**src/xxf_pkg.sv**
```systemverilog
// Shared types, codes and reset values for the XON/XOFF receive ring.
package xxf_pkg;

    localparam int RING_DEPTH_DEF = 256;

    localparam logic [7:0] XOFF_CODE = 8'h13;
    localparam logic [7:0] XON_CODE  = 8'h11;

    localparam logic [7:0] LOWER_A    = 8'h61;
    localparam logic [7:0] LOWER_Z    = 8'h7A;
    localparam logic [7:0] CASE_DELTA = 8'h20;

    localparam logic [7:0] HIGH_MARK_RST     = 8'd179;
    localparam logic [7:0] LOW_MARK_RST      = 8'd50;
    localparam logic       UPCASE_ENABLE_RST = 1'b1;
    localparam logic [7:0] LINE_END_RST      = 8'h0D;

    localparam logic ACT_RECEIVE = 1'b0;
    localparam logic ACT_READ    = 1'b1;

    localparam logic [1:0] FLOW_NONE = 2'd0;
    localparam logic [1:0] FLOW_XOFF = 2'd1;
    localparam logic [1:0] FLOW_XON  = 2'd2;

    typedef enum logic [1:0] {
        CFG_HIGH_MARK     = 2'd0,
        CFG_LOW_MARK      = 2'd1,
        CFG_UPCASE_ENABLE = 2'd2,
        CFG_LINE_END_CHAR = 2'd3
    } cfg_index_t;

    typedef enum logic {
        ST_IDLE,
        ST_READ
    } ctrl_state_t;

    typedef struct packed {
        logic [7:0] high_mark;
        logic [7:0] low_mark;
        logic       upcase_enable;
        logic [7:0] line_end_char;
    } cfg_t;

    typedef struct packed {
        logic       action;
        logic [7:0] rx_byte;
    } item_t;

    typedef struct packed {
        logic [1:0] flow_send;
        logic [7:0] read_data;
        logic       read_valid;
        logic       command_end;
        logic       partner_paused;
        logic [7:0] fill_level;
    } result_t;

endpackage

```
**src/xxf_ring_ram.sv**
```systemverilog
// Byte ring storage: one write port and one registered read port.
module xxf_ring_ram #(
    parameter int DEPTH = xxf_pkg::RING_DEPTH_DEF,
    parameter int AW    = $clog2(DEPTH)
) (
    input  logic          clk,
    input  logic          wr_en,
    input  logic [AW-1:0] wr_addr,
    input  logic [7:0]    wr_data,
    input  logic          rd_en,
    input  logic [AW-1:0] rd_addr,
    output logic [7:0]    rd_data
);

    logic [7:0] mem [DEPTH];
    logic [7:0] rd_data_reg;

    always_ff @(posedge clk)
    begin
        if (wr_en)
        begin
            mem[wr_addr] <= wr_data;
        end
    end

    always_ff @(posedge clk)
    begin
        if (rd_en)
        begin
            rd_data_reg <= mem[rd_addr];
        end
    end

    assign rd_data = rd_data_reg;

endmodule

```
**src/xxf_cfg_regs.sv**
```systemverilog
// Configuration registers with their reset values.
module xxf_cfg_regs (
    input  logic         clk,
    input  logic         rst_n,
    input  logic         cfg_write,
    input  logic [1:0]   cfg_index,
    input  logic [7:0]   cfg_data,
    output xxf_pkg::cfg_t cfg
);

    xxf_pkg::cfg_t cfg_reg;
    xxf_pkg::cfg_t cfg_next;

    always_comb
    begin
        cfg_next = cfg_reg;
        if (cfg_write)
        begin
            case (xxf_pkg::cfg_index_t'(cfg_index))
                xxf_pkg::CFG_HIGH_MARK:     cfg_next.high_mark     = cfg_data;
                xxf_pkg::CFG_LOW_MARK:      cfg_next.low_mark      = cfg_data;
                xxf_pkg::CFG_UPCASE_ENABLE: cfg_next.upcase_enable = cfg_data[0];
                xxf_pkg::CFG_LINE_END_CHAR: cfg_next.line_end_char = cfg_data;
                default:                    cfg_next = cfg_reg;
            endcase
        end
    end

    always_ff @(posedge clk or negedge rst_n)
    begin
        if (!rst_n)
        begin
            cfg_reg.high_mark     <= xxf_pkg::HIGH_MARK_RST;
            cfg_reg.low_mark      <= xxf_pkg::LOW_MARK_RST;
            cfg_reg.upcase_enable <= xxf_pkg::UPCASE_ENABLE_RST;
            cfg_reg.line_end_char <= xxf_pkg::LINE_END_RST;
        end
        else
        begin
            cfg_reg <= cfg_next;
        end
    end

    assign cfg = cfg_reg;

endmodule

```
**src/xxf_flow_ctrl.sv**
```systemverilog
// Ring pointers, flow-control flags, read sequencing and the result register.
module xxf_flow_ctrl #(
    parameter int DEPTH = xxf_pkg::RING_DEPTH_DEF,
    parameter int AW    = $clog2(DEPTH)
) (
    input  logic             clk,
    input  logic             rst_n,
    input  xxf_pkg::cfg_t    cfg,
    input  logic             item_valid,
    output logic             item_stall,
    input  xxf_pkg::item_t   item,
    output logic             result_valid,
    input  logic             result_stall,
    output xxf_pkg::result_t result,
    output logic             ram_wr_en,
    output logic [AW-1:0]    ram_wr_addr,
    output logic [7:0]       ram_wr_data,
    output logic             ram_rd_en,
    output logic [AW-1:0]    ram_rd_addr,
    input  logic [7:0]       ram_rd_data
);

    localparam int CW = (AW > 8) ? AW : 8;
    localparam logic [AW:0]   DEPTH_W = (AW + 1)'(DEPTH);
    localparam logic [AW-1:0] LAST_PTR = AW'(DEPTH - 1);

    function automatic logic [AW-1:0] ptr_inc(input logic [AW-1:0] p);
        ptr_inc = (p == LAST_PTR) ? '0 : p + 1'b1;
    endfunction

    function automatic logic [CW-1:0] fill_of(input logic [AW-1:0] wp,
                                              input logic [AW-1:0] rp);
        logic [AW:0] sum;
        sum = {1'b0, wp} + ((wp < rp) ? DEPTH_W : '0) - {1'b0, rp};
        fill_of = CW'(sum[AW-1:0]);
    endfunction

    xxf_pkg::ctrl_state_t state_reg, state_next;
    logic [AW-1:0]     wr_ptr_reg, wr_ptr_next;
    logic [AW-1:0]     rd_ptr_reg, rd_ptr_next;
    logic              paused_reg, paused_next;
    logic              xoff_issued_reg, xoff_issued_next;
    logic              rd_hit_reg, rd_hit_next;
    logic              out_valid_reg, out_valid_next;
    xxf_pkg::result_t  result_reg, result_next;

    logic        accept;
    logic [7:0]  byte_up;
    logic        paused_now;
    logic        hi_hit;
    logic        xoff_mid;
    logic        lo_hit;
    logic [CW-1:0] fill_new;
    logic [CW-1:0] fill_cur;
    logic [CW-1:0] high_w;
    logic [CW-1:0] low_w;

    assign item_stall = (state_reg == xxf_pkg::ST_READ) || (out_valid_reg && result_stall);
    assign accept     = item_valid && !item_stall;

    assign high_w = CW'(cfg.high_mark);
    assign low_w  = CW'(cfg.low_mark);

    always_comb
    begin
        byte_up = item.rx_byte;
        if (cfg.upcase_enable && (item.rx_byte inside {[xxf_pkg::LOWER_A:xxf_pkg::LOWER_Z]}))
        begin
            byte_up = item.rx_byte - xxf_pkg::CASE_DELTA;
        end
    end

    assign ram_wr_en   = accept && (item.action == xxf_pkg::ACT_RECEIVE);
    assign ram_wr_addr = wr_ptr_reg;
    assign ram_wr_data = byte_up;
    assign ram_rd_en   = accept && (item.action == xxf_pkg::ACT_READ);
    assign ram_rd_addr = rd_ptr_reg;

    assign fill_cur = fill_of(wr_ptr_reg, rd_ptr_reg);

    always_comb
    begin
        state_next       = state_reg;
        wr_ptr_next      = wr_ptr_reg;
        rd_ptr_next      = rd_ptr_reg;
        paused_next      = paused_reg;
        xoff_issued_next = xoff_issued_reg;
        rd_hit_next      = rd_hit_reg;
        result_next      = result_reg;
        out_valid_next   = out_valid_reg && result_stall;
        paused_now       = paused_reg || (byte_up == xxf_pkg::XOFF_CODE);
        fill_new         = fill_cur;
        hi_hit           = 1'b0;
        xoff_mid         = xoff_issued_reg;
        lo_hit           = 1'b0;

        case (state_reg)
            xxf_pkg::ST_IDLE:
            begin
                if (accept && (item.action == xxf_pkg::ACT_RECEIVE))
                begin
                    result_next = '0;
                    result_next.flow_send = xxf_pkg::FLOW_NONE;
                    if (paused_now)
                    begin
                        // The partner is paused: the byte is not kept and no mark is checked.
                        paused_next = (byte_up != xxf_pkg::XON_CODE);
                    end
                    else
                    begin
                        if (!xoff_issued_reg)
                        begin
                            wr_ptr_next = ptr_inc(wr_ptr_reg);
                            result_next.command_end = (byte_up == cfg.line_end_char);
                        end
                        fill_new = fill_of(wr_ptr_next, rd_ptr_reg);
                        hi_hit   = (fill_new > high_w) && !xoff_issued_reg;
                        xoff_mid = xoff_issued_reg || hi_hit;
                        lo_hit   = (fill_new < low_w) && xoff_mid;
                        // When both marks fire in one beat, XON wins and clears the flag.
                        xoff_issued_next = xoff_mid && !lo_hit;
                        if (lo_hit)
                        begin
                            result_next.flow_send = xxf_pkg::FLOW_XON;
                        end
                        else if (hi_hit)
                        begin
                            result_next.flow_send = xxf_pkg::FLOW_XOFF;
                        end
                    end
                    result_next.partner_paused = paused_next;
                    result_next.fill_level     = fill_new[7:0];
                    out_valid_next             = 1'b1;
                end
                else if (accept)
                begin
                    rd_hit_next = (rd_ptr_reg != wr_ptr_reg);
                    if (rd_ptr_reg != wr_ptr_reg)
                    begin
                        rd_ptr_next = ptr_inc(rd_ptr_reg);
                    end
                    state_next = xxf_pkg::ST_READ;
                end
            end
            xxf_pkg::ST_READ:
            begin
                // Ring data arrives in the cycle after the read beat was taken.
                result_next                = '0;
                result_next.flow_send      = xxf_pkg::FLOW_NONE;
                result_next.read_data      = rd_hit_reg ? ram_rd_data : 8'h00;
                result_next.read_valid     = rd_hit_reg;
                result_next.partner_paused = paused_reg;
                result_next.fill_level     = fill_cur[7:0];
                out_valid_next             = 1'b1;
                state_next                 = xxf_pkg::ST_IDLE;
            end
            default:
            begin
                state_next = xxf_pkg::ST_IDLE;
            end
        endcase
    end

    always_ff @(posedge clk or negedge rst_n)
    begin
        if (!rst_n)
        begin
            state_reg       <= xxf_pkg::ST_IDLE;
            wr_ptr_reg      <= '0;
            rd_ptr_reg      <= '0;
            paused_reg      <= 1'b0;
            xoff_issued_reg <= 1'b0;
            rd_hit_reg      <= 1'b0;
            out_valid_reg   <= 1'b0;
        end
        else
        begin
            state_reg       <= state_next;
            wr_ptr_reg      <= wr_ptr_next;
            rd_ptr_reg      <= rd_ptr_next;
            paused_reg      <= paused_next;
            xoff_issued_reg <= xoff_issued_next;
            rd_hit_reg      <= rd_hit_next;
            out_valid_reg   <= out_valid_next;
        end
    end

    always_ff @(posedge clk)
    begin
        result_reg <= result_next;
    end

    assign result_valid = out_valid_reg;
    assign result       = result_reg;

endmodule

```
**src/xon_xoff_receive_fifo_top.sv**
```systemverilog
// Receive beat: result valid in the cycle after acceptance; one receive beat
// per cycle unless the result stalls. Read beat: data passes the ring's registered
// read port, then the result register; no beat is taken while in ST_READ.
// Reset (rst_n, asynchronous) clears pointers, flags and the result valid and
// loads the configuration defaults; ring contents are not cleared and need no pass.
module xon_xoff_receive_fifo_top #(
    parameter int RING_DEPTH = xxf_pkg::RING_DEPTH_DEF
) (
    input  logic             clk,
    input  logic             rst_n,
    input  logic             item_valid,
    output logic             item_stall,
    input  xxf_pkg::item_t   item,
    output logic             result_valid,
    input  logic             result_stall,
    output xxf_pkg::result_t result,
    input  logic             cfg_write,
    input  logic [1:0]       cfg_index,
    input  logic [7:0]       cfg_data
);

    localparam int AW = $clog2(RING_DEPTH);

    xxf_pkg::cfg_t cfg;
    logic          ram_wr_en;
    logic [AW-1:0] ram_wr_addr;
    logic [7:0]    ram_wr_data;
    logic          ram_rd_en;
    logic [AW-1:0] ram_rd_addr;
    logic [7:0]    ram_rd_data;

    xxf_cfg_regs u_cfg_regs (
        .clk       (clk),
        .rst_n     (rst_n),
        .cfg_write (cfg_write),
        .cfg_index (cfg_index),
        .cfg_data  (cfg_data),
        .cfg       (cfg)
    );

    xxf_ring_ram #(
        .DEPTH (RING_DEPTH),
        .AW    (AW)
    ) u_ring_ram (
        .clk     (clk),
        .wr_en   (ram_wr_en),
        .wr_addr (ram_wr_addr),
        .wr_data (ram_wr_data),
        .rd_en   (ram_rd_en),
        .rd_addr (ram_rd_addr),
        .rd_data (ram_rd_data)
    );

    xxf_flow_ctrl #(
        .DEPTH (RING_DEPTH),
        .AW    (AW)
    ) u_flow_ctrl (
        .clk          (clk),
        .rst_n        (rst_n),
        .cfg          (cfg),
        .item_valid   (item_valid),
        .item_stall   (item_stall),
        .item         (item),
        .result_valid (result_valid),
        .result_stall (result_stall),
        .result       (result),
        .ram_wr_en    (ram_wr_en),
        .ram_wr_addr  (ram_wr_addr),
        .ram_wr_data  (ram_wr_data),
        .ram_rd_en    (ram_rd_en),
        .ram_rd_addr  (ram_rd_addr),
        .ram_rd_data  (ram_rd_data)
    );

endmodule
```
**config.mk**
```make
export PLATFORM = sky130hd
export DESIGN_NAME = xon_xoff_receive_fifo_top
export DESIGN_NICKNAME = d
export VERILOG_FILES = /design/src/xxf_pkg.sv /design/src/xxf_ring_ram.sv /design/src/xxf_cfg_regs.sv /design/src/xxf_flow_ctrl.sv /design/src/xon_xoff_receive_fifo_top.sv
export SDC_FILE = /design/constraint.sdc
export NUM_CORES = 2
export LEC_CHECK = 0
export CORE_MARGIN = 2
export CORE_UTILIZATION = 50
export CTS_CLUSTER_SIZE = 25
export DETAILED_ROUTE_END_ITERATION = 10
export DONT_BUFFER_PORTS = 1
export GPL_TIMING_DRIVEN = 0
export RECOVER_POWER = 25
export SLEW_MARGIN = 0
export SYNTH_ARGS = -nofsm -noshare
export SYNTH_HDL_FRONTEND = slang
export SYNTH_SLANG_ARGS = --single-unit
```
**constraint.sdc**
```tcl
create_clock -name clk -period 8.6 [get_ports clk]
set_input_delay 1.72 -clock clk [delete_from_list [all_inputs] [get_ports clk]]
set_output_delay 1.72 -clock clk [all_outputs]
set_load 0.005 [all_outputs]
```
==> Yosys cells after proc, flatten, opt, wreduce, memory -nomap -nowiden <==
Memory sizes are Yosys's and may differ from the RTL's. A register that Yosys moved wholly into a read port is not among the register bits.
Cells that the tools add are included.
{ "classes": {"add_sub_neg": 7, "n_reduce_logical": 24, "mux": 24, "eq_ne": 10, "order_cmp": 4, "n_bitwise": 4} }
{ "ops": {"columns": ["op", "count"], "rows": [
  ["$mux W8", 9],
  ["$pmux W21 S2", 1],
  ["$mux W21", 1],
  ["$add A8 B1 Y8 const B", 2],
  ["$add A8 B8 Y8 const B", 2],
  ["$eq A8 B8 Y1 const B", 2],
  ["$sub A8 B8 Y8", 2],
  ["$reduce_and A2 Y1", 5],
  ["$logic_and A1 B1 Y1", 9],
  ["$mux W1", 9],
  ["$eq A8 B5 Y1 const B", 1],
  ["$eq A8 B8 Y1", 1],
  ["$ge A8 B7 Y1 const B", 1],
  ["$gt A8 B8 Y1", 1],
  ["$le A8 B7 Y1 const B", 1],
  ["$lt A8 B8 Y1", 1],
  ["$ne A8 B5 Y1 const B", 1],
  ["$ne A8 B8 Y1", 1],
  ["$sub A8 B6 Y8 const B", 1],
  ["$reduce_and A3 Y1", 2],
  ["$eq A2 B2 Y1 const B", 2],
  ["$mux W2", 2],
  ["$not A1 Y1", 4],
  ["$pmux W1 S2", 2],
  ["other kinds (6)", 10]
]} }
{ "word_totals": {"ff_bits": 67, "mem_bits_rw": 2048, "elab_cells": 91, "n_memories": 1, "in_bits": 24} }
{ "mem_list": {"columns": ["memory", "words", "word_bits", "rd", "rd_clocked_by_memory_dff", "write_ports", "line", "rtl"], "rows": [
  ["u_ring_ram.mem", 256, 8, 1, 1, 1, "xxf_ring_ram.sv:15", "logic [7:0] mem [DEPTH];"]
]} }

==> Longest topological paths before layout <==
{ "logic_depth": {"word_depth": 19, "mapped_depth": 22, "depth_no_buf": 20} }

==> Modules after synthesis <==
A second synthesis with hierarchy kept.
{ "hier_totals": {"cells_unflattened": 4132, "hier_area_um2": 83860.4} }
{ "modules_own_cells": {"columns": ["mod", "area_per_inst_um2", "n_inst", "cells_per_inst", "seq_area_each_um2"], "rows": [
  ["xxf_ring_ram", 79636.4, 1, 3733, 61739.2],
  ["xxf_flow_ctrl", 3254.4, 1, 345, 1156.1],
  ["xxf_cfg_regs", 969.7, 1, 54, 640.6]
]} }

==> Worst setup path before layout <==
OpenSTA, ideal clock, no wires.
{ "synth_timing": {"path_kind": "input-to-reg", "from": "input item[3] (netlist name)", "to": "memory u_ring_ram.mem[0][5], data pin", "arrival_time_ns": 8.523, "setup_slack_ns": -1.322, "required_ns": 7.201, "setup_time_ns": 1.399, "cell_stages": 4, "n_path_buf": 0, "path_cell_list": "or4_1 o221ai_2 nor3_1 nor2_1"} }
{ "synth_via": {"elab_chain_len": 4, "word_cells_on_any_way": 6, "classes_between": "add/sub: 1; order compare: 2; mux: 1; reduce/logical: 2"} }
{ "synth_lines": {"columns": ["element", "line", "rtl"], "rows": [
  ["start: declaration", "xon_xoff_receive_fifo_top.sv:13", "input xxf_pkg::item_t item,"],
  ["$ge A8 B7 Y1 or $le A8 B7 Y1 (tied branches)", "xxf_flow_ctrl.sv:67", "if (cfg.upcase_enable && (item.rx_byte inside {[xxf_pkg::LOWER_A:xxf_pkg::LOWER_Z]}))"],
  ["$logic_and A1 B1 Y1 (2 in series)", "xxf_flow_ctrl.sv:67", null],
  ["$mux W8 (*)", "xxf_flow_ctrl.sv:67", null],
  ["named net ram_wr_data[5]", "xon_xoff_receive_fifo_top.sv:27", "logic [7:0] ram_wr_data;"],
  ["end: declaration", "xxf_ring_ram.sv:15", null]
]} }
Mark *: on every way through the listed nets, which the timed path passes. The rest lies on a longest branch.

==> flow_metrics.env <==
export IMPL_outcome="finished, violations left"
export IMPL_violations="capacitance limit, slew limit"
export IMPL_drt_iter0_drc=10400
export IMPL_final_cell_mix="2077 x edfxtp_1, 441 x mux4_2, 317 x nor2_1"
export IMPL_finClkSkew_ns=0.0361
export IMPL_wirelength_mm=329
export IMPL_arrival_ns=7.72
export IMPL_ys_ff_latch=2123
export IMPL_dpl_hpwl_mm=204
export IMPL_tritoncts="built"
export IMPL_post_route_period_util_pct=84.5
export IMPL_io_pins=47
export IMPL_synth_edf_count=2077
export IMPL_antenna_found_initial=35
export IMPL_drive_above_1_share_pct=21.7
export IMPL_core_sq_mm=0.167
export IMPL_final_common_cell="edfxtp_1"
export IMPL_setup_slack_ns=1.33
export IMPL_total_power_uw=34200
export IMPL_groute_usage_overall_pct=38.7
export IMPL_dp_slack_ns=2.09
export IMPL_dieWidth_um=413
export IMPL_yosysUniqueCellTypes=80
export IMPL_drtAntennaViolNets=0
export IMPL_yosys_warnings=0
export IMPL_post_cts_buffers=0
export IMPL_vias=49000
export IMPL_vias_per_cell=7.21
export IMPL_synth_area_per_cell_sq_um=20.1
export IMPL_hold_path_startpoint="u_cfg_regs.cfg[9]"
export IMPL_maxCapViolations=9
export IMPL_cts_resized_gates=0
export IMPL_max_freq_mhz=138
export IMPL_portBuffers=0
export IMPL_critPathCaptureType="register"
export IMPL_grt_overflow_total=0
export IMPL_place_congestion=1.06
export IMPL_max_slew_margin_pct=-17.1
export IMPL_cts_buffer_depth=3
export IMPL_ys_seq_area_share_pct=75.9
export IMPL_r2r_start="u_flow_ctrl.ram_rd_addr[1]"
export IMPL_synth_area_sq_mm=0.0837
export IMPL_cts_buffers=212
export IMPL_synth_flop_cell="edfxtp_1"
export IMPL_path_max_fanout=10
export IMPL_critPathLaunch="u_flow_ctrl.ram_rd_addr[1]"
export IMPL_post_drt_wl_per_cell_um=48.4
export IMPL_drv_slew=75
export IMPL_peakVddDrop_mv=0.317
export IMPL_period_needed_ns=7.27
export IMPL_clk_latency_ns=0.90
export IMPL_root_buffer="clkbuf_16"
export IMPL_finalSetupViolCount=0
export IMPL_nNetsFinal=4461
export IMPL_grt_pass1_vias=45300
export IMPL_worst_slew_pin_slew_ns=1.75
export IMPL_startpoint_type="register"
export IMPL_grt_pass1_wl_mm=426
export IMPL_cts_sinks=2123
export IMPL_start_util_pct=50.2
export IMPL_async_flop_share_pct=2.17
export IMPL_hold_viol=0
export IMPL_leakagePower_uw=0.0297
export IMPL_rsz0062_at_grt="no"
export IMPL_clk_pin_slew_ns=0.06
export IMPL_areaGrowthSynthToFinish_pct=12.1
export IMPL_htreeDepth=4
export IMPL_worstSetupPathType="reg -> reg"
export IMPL_die_height_um=413
export IMPL_synthCells=4170
export IMPL_die_area_sq_mm=0.171
export IMPL_grt_start_max_net_pins=263
export IMPL_dr_pass1_iters=8
export IMPL_synth_nets=4231
export IMPL_powerDensity_mw_per_mm2=365
export IMPL_placementRows=150
export IMPL_cts_hold_buf=0
export IMPL_worstHoldPathType="reg -> reg"
export IMPL_largest_reg_flops=2048
export IMPL_route_detailed_drc=0
export IMPL_crit_required_ns=9.06
cell usage after synthesis (all sizes together) (3+ instances only):
cell	number	area share (%)
edfxtp	2077	75
mux4	444	12
nor2	318	1.4
mux2i	193	2.3
nand2	145	0.65
buf	142	1.2
clkbuf	100	0.45
a21oi	96	0.57
o21ai	70	0.42
a22oi	58	0.52
o221ai	52	0.55
nand3	37	0.22
a221oi	35	0.37
ha	35	0.52
inv	35	0.16
dfrtp	34	1.0
mux2	29	0.39
xnor2	21	0.22
a22o	19	0.20
nor3	17	0.10
o22ai	17	0.13
nor2b	16	0.12
a211oi	15	0.13
a31oi	13	0.097
nand4	13	0.097
dfstp	12	0.38
nor4	12	0.097
and3	11	0.082
xor2	11	0.12
nand2b	10	0.075
and2	6	0.045
o211ai	6	0.054
a211o	5	0.052
a21o	5	0.045
a221o	5	0.060
or3	5	0.037
a2111oi	4	0.042
o21a	4	0.036
o31ai	4	0.042
a21boi	3	0.027
clkinv	3	0.013
o311ai	3	0.031
cell families after synthesis:
kind of cell | count (synthesis) | share of synthesized area, %
XOR/XNOR | 32 | 0.335
multiplexers | 666 | 14.7
flip-flops | 2123 | 75.9
buffers and inverters | 280 | 1.85
AO/OA/AOI/OAI | 432 | 3.59
AND/OR/NAND/NOR | 600 | 3.05
adder cells (fa/ha/maj) | 37 | 0.571
routing by layer:
| metal | wire, um | vias to the layer above | track usage, % |
|---|---|---|---|
| met5 | 126 | - | 0 |
| met4 | 28800 | 14 | 27.5 |
| met3 | 49700 | 1059 | 15.3 |
| met2 | 138000 | 4539 | 53.7 |
| met1 | 112000 | 25700 | 49.9 |
| li1 | - | 17700 | - |
area by class of cell:
cell class,instances,area [sq um]
clock buffer,260,5550
antenna,15,37.5
buffer,242,1470
clock inverter,129,1290
sequential,2123,63500
inverter,38,150
tap,2204,2760
multi-input combinational,1767,18600
timing repair buffer,16,363
fill,12600,72900
critical path, stage by stage, from the launching register on:
cell	delay, ns
dfrtp_1	0.65
buf_2	0.55
buf_2	0.49
buf_2	0.82
buf_2	0.98
buf_2	0.88
mux4_2	0.40
mux2i_1	0.08
o21ai_0	0.52
a31oi_1	0.20
nor4_1	1.18
through the flow:
stage,hold WS (ns),area [sq um],setup TNS [ns],instances,util (%)
2_1_floorplan,0.474,83700,0,4170,-
3_3_place_gp,0.491,86400,-1487.98,6374,51.9
3_5_place_dp,0.492,86900,0,6390,52.1
4_1_cts,0.499,93700,0,6779,56.2
5_1_grt,0.517,93700,0,6779,56.2
6_report,0.502,93800,0,6794,56.3
path summary, 6_finish.rpt:
path / depth (start not counted) / to / slack, ns
hold / removal: 1 / u_cfg_regs.cfg[9] / 0.50
setup / recovery: 10 / u_ring_ram.rd_data[5] / 1.33
hold reg to reg: 1 / u_cfg_regs.cfg[9] / 0.50
setup reg to reg: 10 / u_ring_ram.rd_data[5] / 1.33
min in group asynchronous: 0 / u_flow_ctrl.ram_rd_addr[5] / 0.52
max in group asynchronous: 0 / u_cfg_regs.cfg[21] / 7.87
power breakdown:
part / internal, uW / total [uW] / switching [uW]
logic: 3580 / 13300 / 9700
clock network: 5220 / 9320 / 4100
registers: 11500 / 11600 / 80.2
total: 20300 / 34200 / 13900
No activity file was read; power rests on OpenSTA's default activity.
